`config.mk`:
```
export PLATFORM = sky130hd
export DESIGN_NAME = bounded_linked_list_engine_unit
export DESIGN_NICKNAME = d
export VERILOG_FILES = /design/src/rtl/bll_pkg.sv /design/src/rtl/bounded_linked_list_engine_unit.sv
export SDC_FILE = /design/constraint.sdc
export NUM_CORES = 2
export LEC_CHECK = 0
export ABC_AREA = 0
export BUFFER_PORTS_ARGS = -buffer_cell sky130_fd_sc_hd__buf_2
export CORE_ASPECT_RATIO = 0.9
export CORE_MARGIN = 2
export CORE_UTILIZATION = 55
export DETAILED_ROUTE_END_ITERATION = 8
export PLACE_DENSITY = 0.8
export SETUP_SLACK_MARGIN = 0.3
export SKIP_CTS_REPAIR_TIMING = 1
export SYNTH_ARGS = -nofsm -noshare
export SYNTH_HDL_FRONTEND = slang
export SYNTH_SLANG_ARGS = --single-unit
```
`constraint.sdc`:
```
create_clock -name clk -period 8.15 [get_ports clk]
set_input_delay 1.63 -clock clk [delete_from_list [all_inputs] [get_ports clk]]
set_output_delay 1.63 -clock clk [all_outputs]
set_load 0.02 [all_outputs]
```
`src/rtl/bll_pkg.sv`:
```
package bll_pkg;

  // Number of nodes in the store.
  localparam int CAPACITY = 64;
  localparam int SLOT_W   = $clog2(CAPACITY);
  localparam int CNT_W    = $clog2(CAPACITY + 1);

  // Fixed field widths of the stream payloads.
  localparam int VAL_W    = 32;
  localparam int ECOUNT_W = 7;
  localparam int IN_W     = VAL_W;
  localparam int OUT_W    = ((3 * VAL_W + ECOUNT_W + 7) / 8) * 8;

  typedef enum logic [1:0] {
    REQ_PUSH_FRONT = 2'd0,
    REQ_PUSH_BACK  = 2'd1,
    REQ_REMOVE     = 2'd2,
    REQ_DUMP       = 2'd3
  } req_t;

  typedef enum logic [1:0] {
    ST_OK        = 2'd0,
    ST_FULL      = 2'd1,
    ST_NOT_FOUND = 2'd2,
    ST_EMPTY     = 2'd3
  } status_t;

  typedef enum logic [2:0] {
    S_IDLE,
    S_PUSH_LINK,
    S_RM_WALK,
    S_RM_HEAD,
    S_DUMP_WALK,
    S_DONE
  } state_t;

  // One entry of the node store.
  typedef struct packed {
    logic [SLOT_W-1:0] link;
    logic [VAL_W-1:0]  value;
  } node_t;

endpackage

```
`src/rtl/bounded_linked_list_engine_unit.sv`:
```
// A push writes its new node when the request is taken and gives its result from S_DONE; a push
// at the back of a nonempty list that is not full first links the old tail in S_PUSH_LINK. A remove
// walks the list, and a match at the head passes through S_RM_HEAD; a dump gives one beat per cycle if taken.
// Requests are served one at a time, bounded by the single read port of the node store, through
// which the list walk goes one node per cycle, save while a dump beat is stalled at the output.
// Reset (rst, synchronous, active high) empties the list and the occupancy map.
module bounded_linked_list_engine_unit (
  input  logic                      clk,
  input  logic                      rst,
  // Request channel.
  input  logic                      s_tvalid,
  output logic                      s_tready,
  input  logic [bll_pkg::IN_W-1:0]  s_tdata,  // [31:0] element_value
  input  logic [1:0]                s_tuser,  // [1:0] req_type
  // Result channel.
  output logic                      m_tvalid,
  input  logic                      m_tready,
  output logic [bll_pkg::OUT_W-1:0] m_tdata,  // [31:0] element_out, [63:32] head_value,
                                              // [95:64] tail_value, [102:96] element_count,
                                              // [103] zero
  output logic [1:0]                m_tuser,  // [1:0] status
  output logic                      m_tlast   // last_of_run
);
  import bll_pkg::*;

  // The node store holds each value together with its next link, so one read returns
  // everything a walk step needs. It has no reset; what is read from a slot not in use never reaches a result.
  node_t mem [CAPACITY];
  node_t rdata;

  state_t state, state_next;

  // List bookkeeping. The head and tail values are mirrored in registers so every
  // result can report them without a store access.
  logic [CAPACITY-1:0] in_use;
  logic [SLOT_W-1:0]   head_slot, tail_slot;
  logic [VAL_W-1:0]    head_val, tail_val;
  logic [CNT_W-1:0]    count;

  // The lowest free slot is searched once per cycle and registered. The map only changes while a request
  // is in progress, and S_DONE lies between each change and the next request, so the slot is current then.
  logic [SLOT_W-1:0]   free_idx, free_slot;

  // Walk and request context.
  logic [SLOT_W-1:0]   cur, prev, new_slot;
  logic [VAL_W-1:0]    prev_val, req_val;
  logic [CNT_W-1:0]    step_n;
  status_t             status_r;

  // Decoded controls.
  req_t                req;
  logic                s_fire, out_free, full, hit, last_step, is_push;
  logic [SLOT_W-1:0]   rd_addr, wr_addr;
  logic                wr_en;
  node_t               wr_node;
  logic                out_load, out_last;
  status_t             out_status;
  logic [VAL_W-1:0]    out_elem, out_head, out_tail;

  assign req       = req_t'(s_tuser);
  assign s_tready  = (state == S_IDLE);
  assign s_fire    = s_tvalid && s_tready;
  assign out_free  = !m_tvalid || m_tready;
  assign full      = (count == CNT_W'(CAPACITY));
  assign is_push   = (req == REQ_PUSH_FRONT) || (req == REQ_PUSH_BACK);
  // During a walk, rdata holds the node at cur.
  assign hit       = (rdata.value == req_val);
  assign last_step = ((step_n + CNT_W'(1)) == count);

  // An empty list reports all ones for head and tail.
  assign out_head  = (count == '0) ? '1 : head_val;
  assign out_tail  = (count == '0) ? '1 : tail_val;

  always_comb begin
    free_idx = '0;
    for (int i = CAPACITY - 1; i >= 0; i--) begin
      if (!in_use[i]) begin
        free_idx = SLOT_W'(i);
      end
    end
  end

  // Next state.
  always_comb begin
    state_next = state;
    case (state)
      S_IDLE: begin
        if (s_fire) begin
          case (req)
            REQ_PUSH_FRONT: state_next = S_DONE;
            REQ_PUSH_BACK:  state_next = (full || count == '0) ? S_DONE : S_PUSH_LINK;
            REQ_REMOVE:     state_next = (count == '0) ? S_DONE : S_RM_WALK;
            REQ_DUMP:       state_next = (count == '0) ? S_DONE : S_DUMP_WALK;
            default:        state_next = S_DONE;
          endcase
        end
      end
      S_PUSH_LINK: state_next = S_DONE;
      S_RM_WALK: begin
        if (hit) begin
          state_next = (step_n == '0) ? S_RM_HEAD : S_DONE;
        end else if (last_step) begin
          state_next = S_DONE;
        end
      end
      S_RM_HEAD: state_next = S_DONE;
      S_DUMP_WALK: begin
        if (out_free && last_step) begin
          state_next = S_IDLE;
        end
      end
      S_DONE: begin
        if (out_free) begin
          state_next = S_IDLE;
        end
      end
      default: state_next = S_IDLE;
    endcase
  end

  // Store accesses and result loading.
  always_comb begin
    rd_addr    = cur;
    wr_en      = 1'b0;
    wr_addr    = free_slot;
    wr_node    = '{link: '0, value: s_tdata};
    out_load   = 1'b0;
    out_status = status_r;
    out_elem   = '0;
    out_last   = 1'b1;
    case (state)
      S_IDLE: begin
        rd_addr = head_slot;
        if (s_fire && is_push && !full) begin
          // A new front node points at the old head; any other new node ends the list.
          wr_en   = 1'b1;
          wr_addr = free_slot;
          wr_node = '{link: (req == REQ_PUSH_FRONT && count != '0) ? head_slot : '0,
                      value: s_tdata};
        end
      end
      S_PUSH_LINK: begin
        // Hook the new node behind the old tail.
        wr_en   = 1'b1;
        wr_addr = tail_slot;
        wr_node = '{link: new_slot, value: tail_val};
      end
      S_RM_WALK: begin
        // Fetch the following node; on a head match this returns the new head value.
        rd_addr = rdata.link;
        if (hit && step_n != '0) begin
          // Bypass the matched node.
          wr_en   = 1'b1;
          wr_addr = prev;
          wr_node = '{link: rdata.link, value: prev_val};
        end
      end
      S_DUMP_WALK: begin
        // Hold the read on the current node while the output is stalled.
        rd_addr    = out_free ? rdata.link : cur;
        out_load   = out_free;
        out_status = ST_OK;
        out_elem   = rdata.value;
        out_last   = last_step;
      end
      S_DONE: begin
        out_load = out_free;
      end
      default: begin
        rd_addr = cur;
      end
    endcase
  end

  // Control state.
  always_ff @(posedge clk) begin
    if (rst) begin
      state     <= S_IDLE;
      in_use    <= '0;
      head_slot <= '0;
      tail_slot <= '0;
      count     <= '0;
      m_tvalid  <= 1'b0;
    end else begin
      state <= state_next;
      if (out_load) begin
        m_tvalid <= 1'b1;
      end else if (m_tready) begin
        m_tvalid <= 1'b0;
      end
      case (state)
        S_IDLE: begin
          if (s_fire && is_push && !full) begin
            in_use[free_slot] <= 1'b1;
            count             <= count + CNT_W'(1);
            if (count == '0) begin
              head_slot <= free_slot;
              tail_slot <= free_slot;
            end else if (req == REQ_PUSH_FRONT) begin
              head_slot <= free_slot;
            end
          end
        end
        S_PUSH_LINK: tail_slot <= new_slot;
        S_RM_WALK: begin
          if (hit) begin
            in_use[cur] <= 1'b0;
            count       <= count - CNT_W'(1);
            if (step_n == '0) begin
              head_slot <= rdata.link;
            end else if (cur == tail_slot) begin
              tail_slot <= prev;
            end
          end
        end
        default: begin
          count <= count;
        end
      endcase
    end
  end

  // Datapath registers and the node store.
  always_ff @(posedge clk) begin
    free_slot <= free_idx;
    rdata     <= mem[rd_addr];
    if (wr_en) begin
      mem[wr_addr] <= wr_node;
    end
    case (state)
      S_IDLE: begin
        if (s_fire) begin
          req_val  <= s_tdata;
          new_slot <= free_slot;
          cur      <= head_slot;
          step_n   <= '0;
          if (is_push) begin
            status_r <= full ? ST_FULL : ST_OK;
            if (!full) begin
              if (count == '0) begin
                head_val <= s_tdata;
                tail_val <= s_tdata;
              end else if (req == REQ_PUSH_FRONT) begin
                head_val <= s_tdata;
              end
            end
          end else begin
            status_r <= ST_EMPTY;
          end
        end
      end
      S_PUSH_LINK: tail_val <= req_val;
      S_RM_WALK: begin
        if (hit) begin
          status_r <= ST_OK;
          if (step_n != '0 && cur == tail_slot) begin
            tail_val <= prev_val;
          end
        end else begin
          status_r <= ST_NOT_FOUND;
          prev     <= cur;
          prev_val <= rdata.value;
          cur      <= rdata.link;
          step_n   <= step_n + CNT_W'(1);
        end
      end
      S_RM_HEAD: head_val <= rdata.value;
      S_DUMP_WALK: begin
        if (out_free) begin
          cur    <= rdata.link;
          step_n <= step_n + CNT_W'(1);
        end
      end
      default: begin
        cur <= cur;
      end
    endcase
    if (out_load) begin
      m_tuser <= out_status;
      m_tlast <= out_last;
      m_tdata <= {{(OUT_W - 3 * VAL_W - ECOUNT_W){1'b0}}, ECOUNT_W'(count),
                  out_tail, out_head, out_elem};
    end
  end

endmodule

```
# Word-level counts from Yosys, hierarchy flattened
# Memory sizes are Yosys's and may differ from the RTL's. A register that Yosys moved wholly into a read port is not among the register bits.
# Index checks and enable logic that the tools add are counted.
# word_totals
ff_bits	354
ram_bits	2432
input_bits	38
output_inout_bits	109
n_memories	1
# op_classes
addsub	3
n_lt_le_gt_ge	4
eq_ne	28
mux	137
bitwise	4
reduce_logical	43
# memory_table
name	words	width	read_ports	rd_ports_with_merged_regs	wr	line_no	source
mem	64	38	1	1	1	bounded_linked_list_engine_unit.sv:28	node_t mem [CAPACITY];
# op_table
op	count
two-way mux 32 bit	11
two-way mux 6 bit	47
two-way mux 64 bit	2
one-hot mux 64 bit (2 select lines)	1
one-hot mux 38 bit (3 select lines)	1
one-hot mux 32 bit (3 select lines)	1
two-way mux 5 bit	16
two-way mux 38 bit	2
AND 64 bit	1
NOT 64 bit	1
bitwise OR 64 bit	1
one-hot mux 32 bit (2 select lines)	1
one-hot mux 6 bit (3 select lines)	3
two-way mux 3 bit	12
two-way mux 7 bit	5
== test 32 bit	1
two-way mux 4 bit	8
AND reduction 32 bit	1
one-hot mux 6 bit (2 select lines)	2
one-hot mux 7 bit (3 select lines)	1
!= test 2 bit, second input constant	10
AND reduction 16 bit	1
one-hot mux 3 bit (5 select lines)	1
adder 7 x 1 -> 7 bit, second input constant	2
other kinds (39)	87

# Longest topological paths before layout
# depth
depth_word	63
depth_mapped	16

# Worst setup path after synthesis
# OpenSTA, ideal clock, no wires.
# synth_timing
kind	input port to flip-flop
startpoint	input s_tvalid
endpoint	memory mem[39][0] (netlist bit) (enable)
setup_time_ns	0.528
arrival_ns	6.833
path_slack_ns	0.789
path_stages	6
path_buffers	1
path_cell_list	nand2_1 inv_1 and2_1 a222oi_1 clkbuf_1 nor4_1
# synth_via
elab_chain_cells	7
# synth_lines
item	line_no	source
start, declared	bounded_linked_list_engine_unit.sv:11	input logic s_tvalid,
logical AND 1 bit	bounded_linked_list_engine_unit.sv:62	assign s_fire = s_tvalid && s_tready;
logical AND 1 bit (2 in a row)	bounded_linked_list_engine_unit.sv:134	if (s_fire && is_push && !full) begin
two-way mux 1 bit	bounded_linked_list_engine_unit.sv:134	
one-hot mux 1 bit (3 select lines)	bounded_linked_list_engine_unit.sv:131	case (state)
two-way mux 1 bit	bounded_linked_list_engine_unit.sv:227	if (wr_en) begin
two-way mux 1 bit (implied by the code)	bounded_linked_list_engine_unit.sv:228	mem[wr_addr] <= wr_node;
end, declared	bounded_linked_list_engine_unit.sv:28	
# Every way passes these cells.

# Worst setup path after layout
# layout_timing
startpoint	register rdata[31] (netlist name)
endpoint	memory mem[25][8] (netlist bit) (enable)
# layout_via
elab_chain_cells	6
elab_cells_between_ends	8
# layout_lines
item	line_no	source
== test 32 bit (*)	bounded_linked_list_engine_unit.sv:67	assign hit = (rdata.value == req_val);
logical AND 1 bit (*)	bounded_linked_list_engine_unit.sv:151	if (hit && step_n != '0) begin
two-way mux 1 bit	bounded_linked_list_engine_unit.sv:151	
one-hot mux 1 bit (3 select lines)	bounded_linked_list_engine_unit.sv:131	
two-way mux 1 bit	bounded_linked_list_engine_unit.sv:227	
two-way mux 1 bit (implied by the code)	bounded_linked_list_engine_unit.sv:228	
# Every way passes the cells marked *; elsewhere a longest branch is shown, timed or not.

==> summary.txt <==
Peak fanout along the critical path -> 39
Vias in the first global route -> 67600
IO Pins -> 147
Slowest CP cell -> nor4_1
Cell Rows -> 157
Post-Route WL -> 310 mm
# fillers -> 13800
Critical Path AT -> 7.29 ns
First-pass iteration count of the detailed router -> 8
Final Hold Vio Count -> 0
Pleak -> 0.0431 µW
Asr flop ratio synth -> 0
Syn Inst Count -> 7589
WHS Endpoint -> m_tdata[35]
Setup ws final -> 1.38 ns
XOR/XNOR share of the synthesized area -> 0.00434
Post-synthesis mux area share -> 0.0746
Clock slew at reported path FFs -> 0.06 ns
Hold path start -> head_val[3]
Later-pin clock latency in the skew report -> 0.93 ns
Synthesized area -> 113000 µm²
Worst-Margin Slew -> 1.46 ns
Setup_tns -> 0 ns
Simple-gate share of the synthesized area -> 0.0983
Period utilisation layout -> 0.830
Outcome -> complete, no violations
Warnings from Yosys -> 0
Final worst path period need -> 6.77 ns
Commonest cells after routing, fill and taps aside -> 2693 x edfxtp_1, 923 x nand2_1, 803 x mux2i_1
R2R Setup Slk -> 1.38 ns
Layout area overhead -> 11.8%
Global route overflow -> 0
Main synth FF type -> edfxtp_1
Largest family of logic cells by synthesized area -> simple AND/OR/NAND/NOR gates
CP peak stage delay -> 0.98 ns
Vias post-DR -> 70600
Cell breakdown of the critical path -> xor2_1 > nor4_1 > and4_1 > a31oi_4 > buf_4 > a221oi_2 > nand2b_1 > or2_1 > nor2_4 > buf_4
Core Box Area -> 204000 µm²
Remaining antenna violation count -> 0
Die area -> 209000 µm²
Place WS -> 1.01 ns
Starting Density -> 0.554
Hold Crit Class -> flop to flop
Die Y -> 434 µm
# port buffers -> 145
Worst setup EP type -> flop
Reg2Reg Depth -> 10
RSZ-0062 raised after global routing -> no
Die extent in x -> 482 µm
Critical path type -> flop to flop
Startpoint types -> flop
Max H-tree Level -> 5
EDFF count, synth -> 2693
Share of cells above drive strength 1 -> 0.122
Yosys reg bits -> 2824
Post-synthesis sequential area ratio -> 0.739
Unique masters post-synth -> 77
RePlAce Congestion -> 0.885
Half-perimeter wire length after placement -> 173 mm
Pwr Density -> 404 nW/µm²
FF-to-FF Start -> rdata[31]
Syn_area_per_cell -> 14.9 µm²
Layout Skew -> 0.0608 ns
Compound-Gate Fraction of Synth Area -> 0.0636
CTS tree -> yes
Root Driver -> clkbuf_16
Largest net degree at the start of global routing -> 184
Drt wl/cell -> 29.2 µm
Number of CTS-inserted buffers -> 284
Endpoints failing setup -> 0
DRC viols -> 0
Peak Freq -> 148 MHz
Via density -> 6.65
Max-cap viol count -> 0
Initial DRC count -> 12200
RR Endpoint -> mem[25][8]
Max-slew violations -> 0
Max VDD drop -> 469 µV
Initial antenna violation count -> 13
Most Frequent Cell on Critical Path -> buf_4
Req. time, crit path -> 8.68 ns
Hold Path Depth -> 1
Clock sink total -> 2824
Clock tree buffer depth -> 4
Tot GR Track Use -> 0.291
First-pass GRT wire length -> 449 mm
Most common cell after layout, fill and taps aside -> edfxtp_1
Post-Synth Adder-Cell Area -> 0.000952
Worst slew margin -> 0.0274
Syn Nets -> 7635
Final #Nets -> 7759
cell usage after synthesis, drive strengths merged, types with 72 or more instances:
library cell	instances	area [µm²]
clkbuf	331	1240
o22a	72	631
a21oi	200	1000
nand3	392	1970
nor2	169	634
mux2i	803	8040
buf	171	813
nand2	963	3610
and3	322	2010
or2	74	463
a211oi	368	2760
nor3	148	741
dfxtp	131	2620
edfxtp	2693	80900
metrics by stage:
stage          hold slack (ns)  power, µW  area, µm²  cells   util
2_1_floorplan            0.424      31300     113000   7589      -
3_3_place_gp             0.477      37400     118000  10100  0.577
3_5_place_dp             0.488      37900     118000  10100  0.577
4_1_cts                  0.500      50300     126000  10600  0.619
5_1_grt                  0.514      52500     126000  10600  0.619
6_report                 0.501      51100     126000  10600  0.620
critical path: cells and delay by family, from the launching register on:
family,cells,cell delay [ns]
buf+inv,2,0.86
xor+xnor,1,0.31
simple gates,5,3.26
compound gates,2,1.05
flops,1,0.86
final cells by class:
type / instances / area (µm²) / share of cell area
sequential: 2824 / 83500 / 0.661
multi-input combinational: 4226 / 28100 / 0.222
clock buffer: 350 / 7550 / 0.0598
tap: 2703 / 3380 / 0.0268
timing repair buffer: 340 / 2530 / 0.0200
clock inverter: 129 / 1120 / 0.00886
inverter: 37 / 139 / 0.00110
antenna: 14 / 35.0 / 0.000277
worst max-delay path by stage:
| stage | slack (ns) | cells after the start | startpoint | to |
|---|---|---|---|---|
| floorplan | 0.79 | 6 | s_tvalid | mem[39][0] |
| global placement | 0.71 | 11 | m_tready | rdata[30] |
| detailed placement | 1.01 | 11 | m_tready | rdata[9] |
| CTS | 1.77 | 10 | state[1] | rdata[9] |
| global route | 1.27 | 10 | state[1] | rdata[16] |
| finish | 1.38 | 10 | rdata[31] | mem[25][8] |
cell families after synthesis:
kind of cell,Yosys count
AOI/OAI and AO/OA,1004
adders and majority gates,8
buffers and inverters,539
xor gates and xnor gates,56
DFF,2824
other,1
muxes,837
and+or+nand+nor,2320
state kept, by name, summed over array words and instances (netlist names), 7 cells and up:
name / count
mem: 2432
req_val: 32
count: 7
tail_val: 32
prev_val: 32
in_use: 64
step_n: 7
rdata: 38
head_val: 32
m_tdata: 103
layer usage:
metal / track usage / vias to the layer above / routed length [µm] / part of all wire
met4: 0.111 / 8 / 12400 / 0.040
li1: - / 29500 / - / -
met1: 0.404 / 34800 / 111000 / 0.36
met3: 0.0828 / 841 / 47100 / 0.15
met5: 0.00560 / - / 201 / 0.00065
met2: 0.438 / 5538 / 139000 / 0.45
power breakdown:
group | internal, µW | switching, µW | leakage, µW | total [µW]
sequential | 18600 | 755 | 0.0254 | 19400
combinational | 5550 | 13700 | 0.0134 | 19200
clock | 7160 | 5320 | 0.00426 | 12500
total | 31300 | 19700 | 0.0431 | 51100
No activity file was read; power rests on OpenSTA's default activity.
